==> config.mk <==
export PLATFORM = sky130hd
export DESIGN_NAME = counter_mult_shift_calc_top_flat
export DESIGN_NICKNAME = d
export VERILOG_FILES = /design/src/cmsc_pkg.sv /design/src/cmsc_if.sv /design/src/cmsc_div.sv /design/src/counter_mult_shift_calc_top.sv /design/src/flat_wrapper.sv
export SDC_FILE = /design/constraint.sdc
export NUM_CORES = 2
export LEC_CHECK = 0
export ABC_CLOCK_PERIOD_IN_PS = 8100
export BUFFER_PORTS_ARGS = -buffer_cell sky130_fd_sc_hd__buf_4
export CORE_ASPECT_RATIO = 0.9
export CORE_MARGIN = 2
export CORE_UTILIZATION = 60
export DETAILED_ROUTE_END_ITERATION = 10
export PLACE_DENSITY_LB_ADDON = 0.15
export SYNTH_ARGS = -nofsm -noshare
export SYNTH_HDL_FRONTEND = slang
export SYNTH_HIERARCHICAL = 1
export SYNTH_SLANG_ARGS = --single-unit
==> constraint.sdc <==
create_clock -name clk -period 8.1 [get_ports clk]
set_clock_uncertainty 0.15 [all_clocks]
set_input_delay 1.62 -clock clk [delete_from_list [all_inputs] [get_ports clk]]
set_output_delay 1.62 -clock clk [all_outputs]
set_load 0.1 [all_outputs]
==> src/cmsc_pkg.sv <==
// Package for the counter multiplier and shift calculator.
// Holds the constants, widths and the sequencer state type used by the
// interfaces, the divider and the top level. It depends on nothing.
package cmsc_pkg;

	localparam int FREQ_W  = 32;
	localparam int MULT_W  = 32;
	localparam int SHIFT_W = 6;
	localparam int SCALE_W = 10;
	localparam int DVD_W   = 64;
	localparam int DVS_W   = 32;
	localparam int SEC_W   = 10;
	localparam int RANGE_W = SEC_W + SCALE_W;
	localparam int CNTR_W  = 6;
	localparam int ADJ_W   = MULT_W + 7;

	localparam logic [DVD_W-1:0]   CNT_MAX   = 64'h00FF_FFFF_FFFF_FFFF;
	localparam logic [SEC_W-1:0]   SEC_LIMIT = 10'd600;
	localparam logic [DVS_W-1:0]   ADJ_DIV   = 32'd100;
	localparam logic [SHIFT_W-1:0] SHIFT_TOP = 6'd32;
	localparam logic [DVD_W-1:0]   NS_PER_S  = 64'd1000000000;
	localparam logic [SCALE_W-1:0] SCALE_RST = 10'd1;

	// A multiplier m wraps when m plus 11 percent of it reaches 2^32, which holds
	// exactly when 111 * m is at least 100 * 2^32.
	localparam logic [ADJ_W-1:0]   ADJ_MUL   = 39'd111;
	localparam logic [ADJ_W-1:0]   ADJ_WRAP  = 39'd100 << 32;

	typedef enum logic [3:0] {
		ST_IDLE,
		ST_SEC_GO,
		ST_SEC_WT,
		ST_SECS_GO,
		ST_SECS_WT,
		ST_TGT_GO,
		ST_TGT_WT,
		ST_RANGE,
		ST_ACC,
		ST_HEAD,
		ST_TRIAL_GO,
		ST_TRIAL_WT,
		ST_ADJ,
		ST_OUT
	} state_t;

endpackage

==> src/cmsc_if.sv <==
// Channel interfaces for the counter multiplier and shift calculator.
// Each carries valid, ready and its payload; widths come from cmsc_pkg.
interface cmsc_freq_if;
	logic                         valid;
	logic                         ready;
	logic [cmsc_pkg::FREQ_W-1:0]  frequency;
	modport source (output valid, output frequency, input ready);
	modport sink (input valid, input frequency, output ready);
endinterface

interface cmsc_res_if;
	logic                         valid;
	logic                         ready;
	logic [cmsc_pkg::MULT_W-1:0]  mult_out;
	logic [cmsc_pkg::SHIFT_W-1:0] shift_out;
	modport source (output valid, output mult_out, output shift_out, input ready);
	modport sink (input valid, input mult_out, input shift_out, output ready);
endinterface

interface cmsc_cfg_if;
	logic                         valid;
	logic                         ready;
	logic [cmsc_pkg::SCALE_W-1:0] scale_factor;
	modport source (output valid, output scale_factor, input ready);
	modport sink (input valid, input scale_factor, output ready);
endinterface

==> src/cmsc_div.sv <==
// Bit-serial restoring divider, 64-bit dividend by 32-bit divisor.
// One quotient bit per cycle; done is high for a single cycle, registered with the last bit.
// Depends on cmsc_pkg for widths.
module cmsc_div (
	input  logic                        clk,
	input  logic                        arst_n,
	input  logic                        start,
	input  logic [cmsc_pkg::DVD_W-1:0]  dividend,
	input  logic [cmsc_pkg::DVS_W-1:0]  divisor,
	output logic                        done,
	output logic [cmsc_pkg::DVD_W-1:0]  quotient
);

	logic                        busy_q;
	logic                        done_q;
	logic [cmsc_pkg::CNTR_W-1:0] cnt_q;
	logic [cmsc_pkg::DVD_W-1:0]  quo_q;
	logic [cmsc_pkg::DVS_W-1:0]  rem_q;
	logic [cmsc_pkg::DVS_W-1:0]  dvs_q;
	logic [cmsc_pkg::DVS_W:0]    trial_rem;
	logic [cmsc_pkg::DVS_W:0]    diff;
	logic                        ge;

	always_comb begin
		trial_rem = {rem_q, quo_q[cmsc_pkg::DVD_W-1]};
		diff      = trial_rem - {1'b0, dvs_q};
		ge        = trial_rem >= {1'b0, dvs_q};
	end

	always_ff @(posedge clk or negedge arst_n) begin
		if (!arst_n) begin
			busy_q <= 1'b0;
			done_q <= 1'b0;
			cnt_q  <= '0;
		end else if (start) begin
			busy_q <= 1'b1;
			done_q <= 1'b0;
			cnt_q  <= '0;
		end else if (busy_q) begin
			cnt_q <= cnt_q + 1'b1;
			if (cnt_q == {cmsc_pkg::CNTR_W{1'b1}}) begin
				busy_q <= 1'b0;
				done_q <= 1'b1;
			end
		end else begin
			done_q <= 1'b0;
		end
	end

	always_ff @(posedge clk) begin
		if (start) begin
			quo_q <= dividend;
			rem_q <= '0;
			dvs_q <= divisor;
		end else if (busy_q) begin
			quo_q <= {quo_q[cmsc_pkg::DVD_W-2:0], ge};
			rem_q <= ge ? diff[cmsc_pkg::DVS_W-1:0] : trial_rem[cmsc_pkg::DVS_W-1:0];
		end
	end

	assign done     = done_q;
	assign quotient = quo_q;

endmodule

==> src/counter_mult_shift_calc_top.sv <==
// Top level of the counter multiplier and shift calculator.
// Depends on cmsc_pkg, the channel interfaces in cmsc_if and the divider cmsc_div.
//
// Channel  Dir  Payload                      Transfer
// req      in   frequency[31:0]              valid & ready
// rsp      out  mult_out[31:0], shift_out[5:0] valid & ready
// cfg      in   scale_factor[9:0]            valid & ready (always ready)
//
// A zero frequency skips the divider. Otherwise the shared divider runs three
// set-up divisions and one per trial shift (up to 32); the range product, the
// headroom count and the adjustment steps come on top. The block takes one item
// at a time; a new item is accepted while the previous result still waits, and a
// finished result waits for the output register.
// Reset clears the stored pair and sets the scale to 1.
module counter_mult_shift_calc_top (
	input logic              clk,
	input logic              arst_n,
	cmsc_freq_if.sink        req,
	cmsc_res_if.source       rsp,
	cmsc_cfg_if.sink         cfg
);

	cmsc_pkg::state_t state_q, state_d;

	logic [cmsc_pkg::SCALE_W-1:0] scale_q;
	logic [cmsc_pkg::SCALE_W-1:0] scale;
	logic [cmsc_pkg::FREQ_W-1:0]  freq_q;
	logic [cmsc_pkg::DVD_W-1:0]   sec_raw_q;
	logic [cmsc_pkg::SEC_W-1:0]   sec_q;
	logic [29:0]                  target_q;
	logic [cmsc_pkg::RANGE_W-1:0] range_q;
	logic [cmsc_pkg::RANGE_W-1:0] acc_q;
	logic [cmsc_pkg::SHIFT_W-1:0] head_q;
	logic [cmsc_pkg::SHIFT_W-1:0] sft_q;
	logic [cmsc_pkg::MULT_W-1:0]  mult_q;
	logic [cmsc_pkg::SHIFT_W-1:0] shift_q;
	logic                         out_valid_q;
	logic [cmsc_pkg::MULT_W-1:0]  out_mult_q;
	logic [cmsc_pkg::SHIFT_W-1:0] out_shift_q;

	logic                         div_start;
	logic [cmsc_pkg::DVD_W-1:0]   div_dvd;
	logic [cmsc_pkg::DVS_W-1:0]   div_dvs;
	logic                         div_done;
	logic [cmsc_pkg::DVD_W-1:0]   div_quo;

	logic                         in_xfer;
	logic                         out_free;
	logic                         out_load;
	logic                         fit;
	logic                         last_sft;
	logic                         wrap;
	logic [cmsc_pkg::RANGE_W+cmsc_pkg::FREQ_W-1:0] prod;
	logic [cmsc_pkg::ADJ_W-1:0]   m_adj;

	cmsc_div u_div (
		.clk      (clk),
		.arst_n   (arst_n),
		.start    (div_start),
		.dividend (div_dvd),
		.divisor  (div_dvs),
		.done     (div_done),
		.quotient (div_quo)
	);

	always_comb begin
		scale    = (scale_q == '0) ? cmsc_pkg::SCALE_RST : scale_q;
		in_xfer  = req.valid && req.ready;
		out_free = !out_valid_q || rsp.ready;
		fit      = (div_quo >> head_q) == '0;
		last_sft = sft_q == 6'd1;
		prod     = {{cmsc_pkg::FREQ_W{1'b0}}, range_q} * {{cmsc_pkg::RANGE_W{1'b0}}, freq_q};
		m_adj    = {{(cmsc_pkg::ADJ_W-cmsc_pkg::MULT_W){1'b0}}, mult_q} * cmsc_pkg::ADJ_MUL;
		wrap     = m_adj >= cmsc_pkg::ADJ_WRAP;
	end

	// Next-state logic.
	always_comb begin
		state_d = state_q;
		unique case (state_q)
			cmsc_pkg::ST_IDLE: begin
				if (in_xfer) begin
					state_d = (req.frequency == '0) ? cmsc_pkg::ST_OUT : cmsc_pkg::ST_SEC_GO;
				end
			end
			cmsc_pkg::ST_SEC_GO:  state_d = cmsc_pkg::ST_SEC_WT;
			cmsc_pkg::ST_SEC_WT:  if (div_done) state_d = cmsc_pkg::ST_SECS_GO;
			cmsc_pkg::ST_SECS_GO: state_d = cmsc_pkg::ST_SECS_WT;
			cmsc_pkg::ST_SECS_WT: if (div_done) state_d = cmsc_pkg::ST_TGT_GO;
			cmsc_pkg::ST_TGT_GO:  state_d = cmsc_pkg::ST_TGT_WT;
			cmsc_pkg::ST_TGT_WT:  if (div_done) state_d = cmsc_pkg::ST_RANGE;
			cmsc_pkg::ST_RANGE:   state_d = cmsc_pkg::ST_ACC;
			cmsc_pkg::ST_ACC:     state_d = cmsc_pkg::ST_HEAD;
			cmsc_pkg::ST_HEAD: begin
				if (acc_q == '0 || head_q == '0) begin
					state_d = cmsc_pkg::ST_TRIAL_GO;
				end
			end
			cmsc_pkg::ST_TRIAL_GO: state_d = cmsc_pkg::ST_TRIAL_WT;
			cmsc_pkg::ST_TRIAL_WT: begin
				if (div_done) begin
					state_d = (fit || last_sft) ? cmsc_pkg::ST_ADJ : cmsc_pkg::ST_TRIAL_GO;
				end
			end
			cmsc_pkg::ST_ADJ: state_d = wrap ? cmsc_pkg::ST_ADJ : cmsc_pkg::ST_OUT;
			cmsc_pkg::ST_OUT: if (out_free) state_d = cmsc_pkg::ST_IDLE;
			default: state_d = cmsc_pkg::ST_IDLE;
		endcase
	end

	// Output and divider operand logic.
	always_comb begin
		req.ready = 1'b0;
		div_start = 1'b0;
		div_dvd   = '0;
		div_dvs   = freq_q;
		out_load  = 1'b0;
		unique case (state_q)
			cmsc_pkg::ST_IDLE: req.ready = 1'b1;
			cmsc_pkg::ST_SEC_GO: begin
				div_start = 1'b1;
				div_dvd   = cmsc_pkg::CNT_MAX;
			end
			cmsc_pkg::ST_SECS_GO: begin
				div_start = 1'b1;
				div_dvd   = sec_raw_q;
				div_dvs   = {{(cmsc_pkg::DVS_W-cmsc_pkg::SCALE_W){1'b0}}, scale};
			end
			cmsc_pkg::ST_TGT_GO: begin
				div_start = 1'b1;
				div_dvd   = cmsc_pkg::NS_PER_S;
				div_dvs   = {{(cmsc_pkg::DVS_W-cmsc_pkg::SCALE_W){1'b0}}, scale};
			end
			cmsc_pkg::ST_TRIAL_GO: begin
				div_start = 1'b1;
				div_dvd   = ({34'b0, target_q} << sft_q) + {33'b0, freq_q[31:1]};
			end
			cmsc_pkg::ST_OUT: out_load = out_free;
			default: ;
		endcase
	end

	always_ff @(posedge clk or negedge arst_n) begin
		if (!arst_n) begin
			state_q     <= cmsc_pkg::ST_IDLE;
			scale_q     <= cmsc_pkg::SCALE_RST;
			mult_q      <= '0;
			shift_q     <= '0;
			out_valid_q <= 1'b0;
		end else begin
			state_q <= state_d;
			if (cfg.valid) begin
				scale_q <= cfg.scale_factor;
			end
			if (out_load) begin
				out_valid_q <= 1'b1;
			end else if (rsp.ready) begin
				out_valid_q <= 1'b0;
			end
			if (state_q == cmsc_pkg::ST_TRIAL_WT && div_done && (fit || last_sft)) begin
				mult_q  <= div_quo[cmsc_pkg::MULT_W-1:0];
				shift_q <= fit ? sft_q : '0;
			end
			if (state_q == cmsc_pkg::ST_ADJ && wrap) begin
				mult_q  <= mult_q >> 1;
				shift_q <= (shift_q != '0) ? shift_q - 1'b1 : '0;
			end
		end
	end

	always_ff @(posedge clk) begin
		if (in_xfer) begin
			freq_q <= req.frequency;
		end
		if (state_q == cmsc_pkg::ST_SEC_WT && div_done) begin
			sec_raw_q <= div_quo;
		end
		if (state_q == cmsc_pkg::ST_SECS_WT && div_done) begin
			if (div_quo == '0) begin
				sec_q <= cmsc_pkg::SEC_W'(1);
			end else if (div_quo > {54'b0, cmsc_pkg::SEC_LIMIT}) begin
				sec_q <= cmsc_pkg::SEC_LIMIT;
			end else begin
				sec_q <= div_quo[cmsc_pkg::SEC_W-1:0];
			end
		end
		if (state_q == cmsc_pkg::ST_TGT_WT && div_done) begin
			target_q <= div_quo[29:0];
		end
		if (state_q == cmsc_pkg::ST_RANGE) begin
			range_q <= {{cmsc_pkg::SCALE_W{1'b0}}, sec_q} * {{cmsc_pkg::SEC_W{1'b0}}, scale};
		end
		if (state_q == cmsc_pkg::ST_ACC) begin
			acc_q  <= prod[cmsc_pkg::RANGE_W+cmsc_pkg::FREQ_W-1:cmsc_pkg::FREQ_W];
			head_q <= cmsc_pkg::SHIFT_TOP;
		end
		if (state_q == cmsc_pkg::ST_HEAD) begin
			if (acc_q != '0 && head_q != '0) begin
				acc_q  <= acc_q >> 1;
				head_q <= head_q - 1'b1;
			end else begin
				sft_q <= cmsc_pkg::SHIFT_TOP;
			end
		end
		if (state_q == cmsc_pkg::ST_TRIAL_WT && div_done && !(fit || last_sft)) begin
			sft_q <= sft_q - 1'b1;
		end
		if (out_load) begin
			out_mult_q  <= mult_q;
			out_shift_q <= shift_q;
		end
	end

	assign cfg.ready     = 1'b1;
	assign rsp.valid     = out_valid_q;
	assign rsp.mult_out  = out_mult_q;
	assign rsp.shift_out = out_shift_q;

endmodule
==> src/flat_wrapper.sv <==
// flat-port wrapper written by rule: the top's interface ports become plain ports
module counter_mult_shift_calc_top_flat 
  (clk, arst_n, req_valid, req_frequency, req_ready, rsp_valid, rsp_mult_out, rsp_shift_out, rsp_ready, cfg_valid, cfg_scale_factor, cfg_ready);
  cmsc_freq_if req_i ();
  cmsc_res_if rsp_i ();
  cmsc_cfg_if cfg_i ();
  input logic clk;
  input logic arst_n;
  input wire logic [$bits(req_i.valid)-1:0] req_valid;
  input wire logic [$bits(req_i.frequency)-1:0] req_frequency;
  output wire logic [$bits(req_i.ready)-1:0] req_ready;
  output wire logic [$bits(rsp_i.valid)-1:0] rsp_valid;
  output wire logic [$bits(rsp_i.mult_out)-1:0] rsp_mult_out;
  output wire logic [$bits(rsp_i.shift_out)-1:0] rsp_shift_out;
  input wire logic [$bits(rsp_i.ready)-1:0] rsp_ready;
  input wire logic [$bits(cfg_i.valid)-1:0] cfg_valid;
  input wire logic [$bits(cfg_i.scale_factor)-1:0] cfg_scale_factor;
  output wire logic [$bits(cfg_i.ready)-1:0] cfg_ready;
  assign req_i.valid = req_valid;
  assign req_i.frequency = req_frequency;
  assign req_ready = req_i.ready;
  assign rsp_valid = rsp_i.valid;
  assign rsp_mult_out = rsp_i.mult_out;
  assign rsp_shift_out = rsp_i.shift_out;
  assign rsp_i.ready = rsp_ready;
  assign cfg_i.valid = cfg_valid;
  assign cfg_i.scale_factor = cfg_scale_factor;
  assign cfg_ready = cfg_i.ready;
  counter_mult_shift_calc_top u_core (.clk(clk), .arst_n(arst_n), .req(req_i), .rsp(rsp_i), .cfg(cfg_i));
endmodule
Word level (Yosys, flattened, before mapping)
Index checks and enable logic that the tools add are counted.
{ "op_classes": {"n_addsub": 6, "shifts": 2, "n_lt_le_gt_ge": 3, "n_mux": 46, "n_reduce_logical": 33, "eq_ne": 24, "n_mul": 3} }
{ "op_table": {"columns": ["operator", "n"], "rows": [
  ["64-bit one-hot mux with 4 select lines", 1],
  ["64-bit zero test", 2],
  ["64-bit two-way mux", 2],
  ["32-bit two-way mux", 3],
  ["6-bit two-way mux", 12],
  ["64-bit by 31-bit adder with 64-bit output", 1],
  ["64-bit by 10-bit > comparator with 1-bit output (second input constant)", 1],
  ["30-bit by 6-bit << shifter with 64-bit output", 1],
  ["64-bit by 6-bit right shift with 64-bit output", 1],
  ["20-bit two-way mux", 3],
  ["4-bit one-hot mux with 14 select lines", 1],
  ["20-bit by 32-bit multiplier with 52-bit output", 1],
  ["39-bit greater-or-equal comparator (second input constant)", 1],
  ["32-bit by 7-bit multiplier with 39-bit output (second input constant)", 1],
  ["33-bit by 32-bit greater-or-equal comparator with 1-bit output", 1],
  ["32-bit zero test", 1],
  ["4-bit two-way mux", 8],
  ["32-bit subtractor", 1],
  ["10-bit two-way mux", 3],
  ["4-bit equality test (second input constant)", 6],
  ["20-bit zero test", 1],
  ["10-bit by 10-bit multiplier with 20-bit output", 1],
  ["20-bit nonzero test", 1],
  ["6-bit by 1-bit subtractor with 6-bit output (second input constant)", 3],
  ["other kinds (23)", 60]
]} }
{ "totals": {"ff_bits": 415, "inputBits": 47} }

Logic depth before layout (Yosys ltp)
{ "logic_depth": {"depth_word": 7, "ltp_mapped": 28, "depth_no_buf": 27} }

Modules after synthesis
Netlist, hierarchy kept.
{ "by_module_without_submodules": {"columns": ["mod", "cells_per_inst", "area_per_inst_um2", "instances"], "rows": [
  ["counter_mult_shift_calc_top", 4962, 46403.3, 1],
  ["cmsc_div", 644, 7299.5, 1]
]} }

Least setup slack after synthesis
No wires, ideal clock.
{ "synth_path": {"path_type": "flip-flop to flip-flop", "from": "register u_core.state_q[3]", "to": "register u_core/sec_raw_q[0] (netlist bit), enable pin", "arrival_time_ns": 7.403, "period_less_slack_ns": 8.220, "stages_incl_launch_ff": 4, "setup_time_ns": 0.666, "n_path_buf": 2, "slack_ns": -0.120, "cell_sequence": "dfrtp_1 > clkbuf_1 > clkbuf_1 > nor4b_1"} }
{ "synth_between": {"elab_chain_len": 2} }
{ "synth_lines": {"columns": ["element", "line", "text"], "rows": [
  ["start: declaration", "counter_mult_shift_calc_top.sv:23", "cmsc_pkg::state_t state_q, state_d;"],
  ["start signal: assignment", "counter_mult_shift_calc_top.sv:145", "state_q <= cmsc_pkg::ST_IDLE;"],
  ["start signal: assignment", "counter_mult_shift_calc_top.sv:151", "state_q <= state_d;"],
  ["4-bit by 2-bit equality test with 1-bit output", "counter_mult_shift_calc_top.sv:175", "if (state_q == cmsc_pkg::ST_SEC_WT && div_done) begin"],
  ["1-bit logical AND", "counter_mult_shift_calc_top.sv:175", null],
  ["end signal: assignment", "counter_mult_shift_calc_top.sv:176", "sec_raw_q <= div_quo;"],
  ["end: declaration", "counter_mult_shift_calc_top.sv:28", "logic [cmsc_pkg::DVD_W-1:0] sec_raw_q;"]
]} }
Every way passes these cells.
A chain may end at the register's enable or synchronous reset.

Worst setup path in the final report
{ "layout_path": {"from": "register u_core/freq_q[7] (netlist bit)", "to": "register u_core/acc_q[19] (netlist bit)"} }
{ "layout_between": {"elab_chain_len": 4} }
{ "layout_lines": {"columns": ["element", "line", "text"], "rows": [
  ["start: declaration", "counter_mult_shift_calc_top.sv:27", "logic [cmsc_pkg::FREQ_W-1:0] freq_q;"],
  ["start signal: assignment", "counter_mult_shift_calc_top.sv:173", "freq_q <= req.frequency;"],
  ["20-bit by 32-bit multiplier with 52-bit output (*)", "counter_mult_shift_calc_top.sv:72", "prod = {{cmsc_pkg::FREQ_W{1'b0}}, range_q} * {{cmsc_pkg::RANGE_W{1'b0}}, freq_q};"],
  ["20-bit two-way mux (*)", "counter_mult_shift_calc_top.sv:193", "if (state_q == cmsc_pkg::ST_ACC) begin"],
  ["20-bit two-way mux", "counter_mult_shift_calc_top.sv:198", "if (acc_q != '0 && head_q != '0) begin"],
  ["20-bit two-way mux (*)", "counter_mult_shift_calc_top.sv:197", "if (state_q == cmsc_pkg::ST_HEAD) begin"],
  ["end signal: assignment", "counter_mult_shift_calc_top.sv:194", "acc_q <= prod[cmsc_pkg::RANGE_W+cmsc_pkg::FREQ_W-1:cmsc_pkg::FREQ_W];"],
  ["end signal: assignment", "counter_mult_shift_calc_top.sv:199", "acc_q <= acc_q >> 1;"],
  ["end: declaration", "counter_mult_shift_calc_top.sv:32", "logic [cmsc_pkg::RANGE_W-1:0] acc_q;"]
]} }
Every way passes the cells marked *; elsewhere a longest branch is shown, timed or not.

==> flow_summary_export.csv <==
group,metric,value,unit
sta,fmax,128,MHz
sta,tightestPinTransition,1160,ps
sta,slew_violations,0,
place,gp_congestion,0.949,
drt,via_count,41900,
worst_setup_path,critical-path-slowest-cell,"or4_4",
clocking,numCtsBuffers,49,
synthesis,yosysMostFrequentCell,"inv_1",
place,place_area,55900,sq um
grt,first_global_vias,42000,
cells_and_area,layout-drive-gt1-share,0.106,
synthesis,synth_compound_area_frac,0.105,
floorplanning,dieArea,91900,sq um
drt,wl,156000,um
clocking,clk_transition_reported_paths,70,ps
cells_and_area,area_delta_synth_final,7.59,%
cells_and_area,layout.cell_area.non_filler,57800,sq um
synthesis,ys.warnings.count,6,
floorplanning,start_util,0.603,
flow_run,cap_violations,0,
worst_setup_path,required,8490,ps
clocking,tritoncts,"built",
floorplanning,row_count,104,
clocking,clkSinkCount,415,
sta,finalHoldViolations,0,
sta,grt_setup_unrepaired,"false",
sta,setup_viol,0,
synthesis,postSynth.asyncResetShare,0.147,
synthesis,synthDistinctLibCells,110,
place,dpl.hpwl,119000,um
grt,grt_pass1_wl,243000,um
worst_setup_path,worst_path_most_repeated_cell,"fa_1",
worst_setup_path,slowest_delay,590,ps
drt,ant_nets,0,
worst_hold_path,hp-class,"flip-flop to flip-flop",
synthesis,synthesis.area,53700,sq um
drt,drc,0,
worst_setup_path,worstPathArrival,8230,ps
clocking,htreeDepth,2,
grt,grtUsageTotal,0.342,
drt,avgViaCountPerCell,6.14,
worst_setup_path,crit_fanout,9,
drt,drt_iter0_markers,4330,
synthesis,synthSimpleGateAreaFrac,0.149,
synthesis,synthMuxAreaShare,0.0669,
sta,fin_crit_sh,0.967,
cells_and_area,nFillCells,7292,
sta,fin_crit,7840,ps
worst_setup_path,start_kind,"flip-flop",
cells_and_area,nets,6750,
synthesis,synthTopCellsByArea,"fa_1 27%, edfxtp_1 17%, ha_1 8.6%",
synthesis,synth_area_leader_cell,"fa_1",
status,status,"finished clean",
drt,wl_per_cell,22.8,um
synthesis,synth_top_family_by_area,"adder cells",
floorplanning,coreArea,89000,sq um
clocking,clk_latency,640,ps
synthesis,ys.flop_type,"edfxtp_1",
worst_setup_path,cpLargestDelayFamily,"adder cells",
synthesis,synth_common_cells,"909 x inv_1, 715 x fa_1, 640 x nand2_1, 370 x ha_1, 355 x and2_1",
synthesis,ys_seq_area_frac,0.216,
floorplanning,dieHeight,288,um
synthesis,yosys.area.top_type_share,0.267,
synthesis,ys_seq_elements,415,
worst_setup_path,worstSetupPathType,"flip-flop to flip-flop",
sta,setup_ws,264,ps
synthesis,synth_xor_area_frac,0.0215,
sta,setup_tns,0,ps
floorplanning,die_w,319,um
place,io_buffers,86,
clocking,max-clock-path-buffers,3,
grt,antenna_found_initial,4,
synthesis,synth_enable_flop_cells,296,
place,dp_worst_setup_slack,56.6,ps
drt,first_pass_iters,6,
synthesis,syn_inst,5606,
sta,relSlewSlack,0.222,
grt,overflow,0,
synthesis,synth-adder-area-share,0.353,
grt,grt_max_degree,70,
worst_setup_path,path_buf_inv,6,
floorplanning,pin_count,88,
clocking,root_buffer,"clkbuf_16",
synthesis,synthesis.nets,6738,
worst_setup_path,endpoint_kind,"flip-flop",
clocking,cts-hold-fix-buffers,0,
synthesis,avgSynthCellArea,9.58,sq um
-- cell type report --
type | count | area (sq um) | share of cell area
Inverter | 914 | 3440 | 0.0595
Clock inverter | 20 | 256 | 0.00444
Timing Repair Buffer | 266 | 2230 | 0.0385
Sequential cell | 415 | 11600 | 0.200
Antenna cell | 4 | 10.0 | 0.000173
Multi-Input combinational cell | 3972 | 37500 | 0.648
Clock buffer | 70 | 1360 | 0.0235
Tap cell | 1166 | 1460 | 0.0252
-- state kept, by name, indices dropped and copies added (netlist names), 10 cells and up --
signal and count:
u_core/range_q 20, u_core/target_q 30, u_core/rsp.mult_out 32, u_core/acc_q 20, u_core/mult_q 32, u_core/u_div/rem_q 32, u_core/scale_q 10, u_core/freq_q 32
u_core/u_div/dvs_q 32, u_core/u_div/quotient 64, u_core/sec_raw_q 64, u_core/sec_q 10
-- per-layer routing --
metal  vias up  share of wire  track usage
li1      18600              -            -
met1     21000           0.41        0.474
met2      1963           0.45        0.536
met3       349          0.090       0.0566
met4         4          0.047        0.150
met5         -        0.00017            0
-- worst register-to-register path, stage by stage (launching register included) --
cell,delay (ps)
edfxtp_1,560
buf_4,230
and2_1,160
fa_1,400
fa_1,540
inv_1,50
fa_1,530
inv_1,50
fa_1,510
fa_1,440
fa_1,550
inv_1,60
fa_1,530
inv_1,50
ha_1,320
and4_1,200
and2_0,150
a32oi_1,190
buf_4,190
a21oi_1,150
or4_4,590
a31oi_2,230
nor3b_1,90
o21a_1,230
or3b_2,460
a21oi_1,150
-- path summary, 6_finish.rpt --
| check | startpoint | endpoint | slack [ps] | depth (start not counted) |
|---|---|---|---|---|
| setup / recovery | u_core/freq_q[7]$_DFFE_PP_ | u_core/acc_q[19]$_DFF_P_ | 260 | 25 |
| hold / removal | u_core/u_div/rem_q[31]$_SDFFE_PP0P_ | u_core/u_div/rem_q[31]$_SDFFE_PP0P_ | 310 | 2 |
| setup reg to reg | u_core/freq_q[7]$_DFFE_PP_ | u_core/acc_q[19]$_DFF_P_ | 260 | 25 |
| hold reg to reg | u_core/u_div/rem_q[31]$_SDFFE_PP0P_ | u_core/u_div/rem_q[31]$_SDFFE_PP0P_ | 310 | 2 |
| max in group asynchronous | arst_n | u_core/mult_q[27]$_DFFE_PN0P_ | 6030 | 2 |
| min in group asynchronous | arst_n | u_core/scale_q[6]$_DFFE_PN0P_ | 690 | 1 |
-- cells in the final DEF (no fill, tap or decap), types with 18 or more instances in the layout --
| master | instances |
|---|---|
| nand2_1 | 639 |
| o22ai_1 | 45 |
| xnor2_1 | 75 |
| a21o_1 | 58 |
| nor3_1 | 66 |
| xor2_1 | 57 |
| clkbuf_16 | 50 |
| dfxtp_1 | 56 |
| fa_1 | 715 |
| a21oi_1 | 242 |
| mux4_2 | 58 |
| a31oi_1 | 22 |
| nor2_1 | 213 |
| mux2i_1 | 91 |
| nand4_1 | 35 |
| buf_12 | 18 |
| buf_4 | 246 |
| a211oi_1 | 31 |
| edfxtp_1 | 296 |
| and2_1 | 354 |
| mux2_2 | 114 |
| nor2b_1 | 38 |
| inv_1 | 908 |
| nor4_1 | 42 |
| o21ai_0 | 190 |
| o21ai_1 | 22 |
| dfrtp_1 | 59 |
| nand2b_1 | 36 |
| nand3_1 | 70 |
| o211ai_1 | 23 |
| and3_1 | 26 |
| ha_1 | 370 |
| a221o_1 | 19 |
-- stage by stage --
stage,hold slack [ps],instances,util
floorplan,285,5606,-
global placement,301,6710,0.628
detailed placement,302,6710,0.628
CTS,317,6800,0.646
global route,355,6823,0.649
finish,314,6827,0.649
-- what timing repair did --
item,in CTS,in global routing
gates resized for setup,0,6
endpoints found under the setup margin,0,11
buffers inserted,0,22
hold endpoints to repair,0,0
-- cell families (layout without fill, tap and decap cells) --
logic type,after synthesis,in the layout
buffers and inverters,1219,1270
xor gates and xnor gates,132,132
DFF,415,415
AOI/OAI and AO/OA,857,857
other,1,5
muxes,268,268
adders and majority gates,1085,1085
and+or+nand+nor,1629,1629
Power is not shown: default switching activity piles up to over one toggle a cycle in this logic, so the estimate is an artifact.
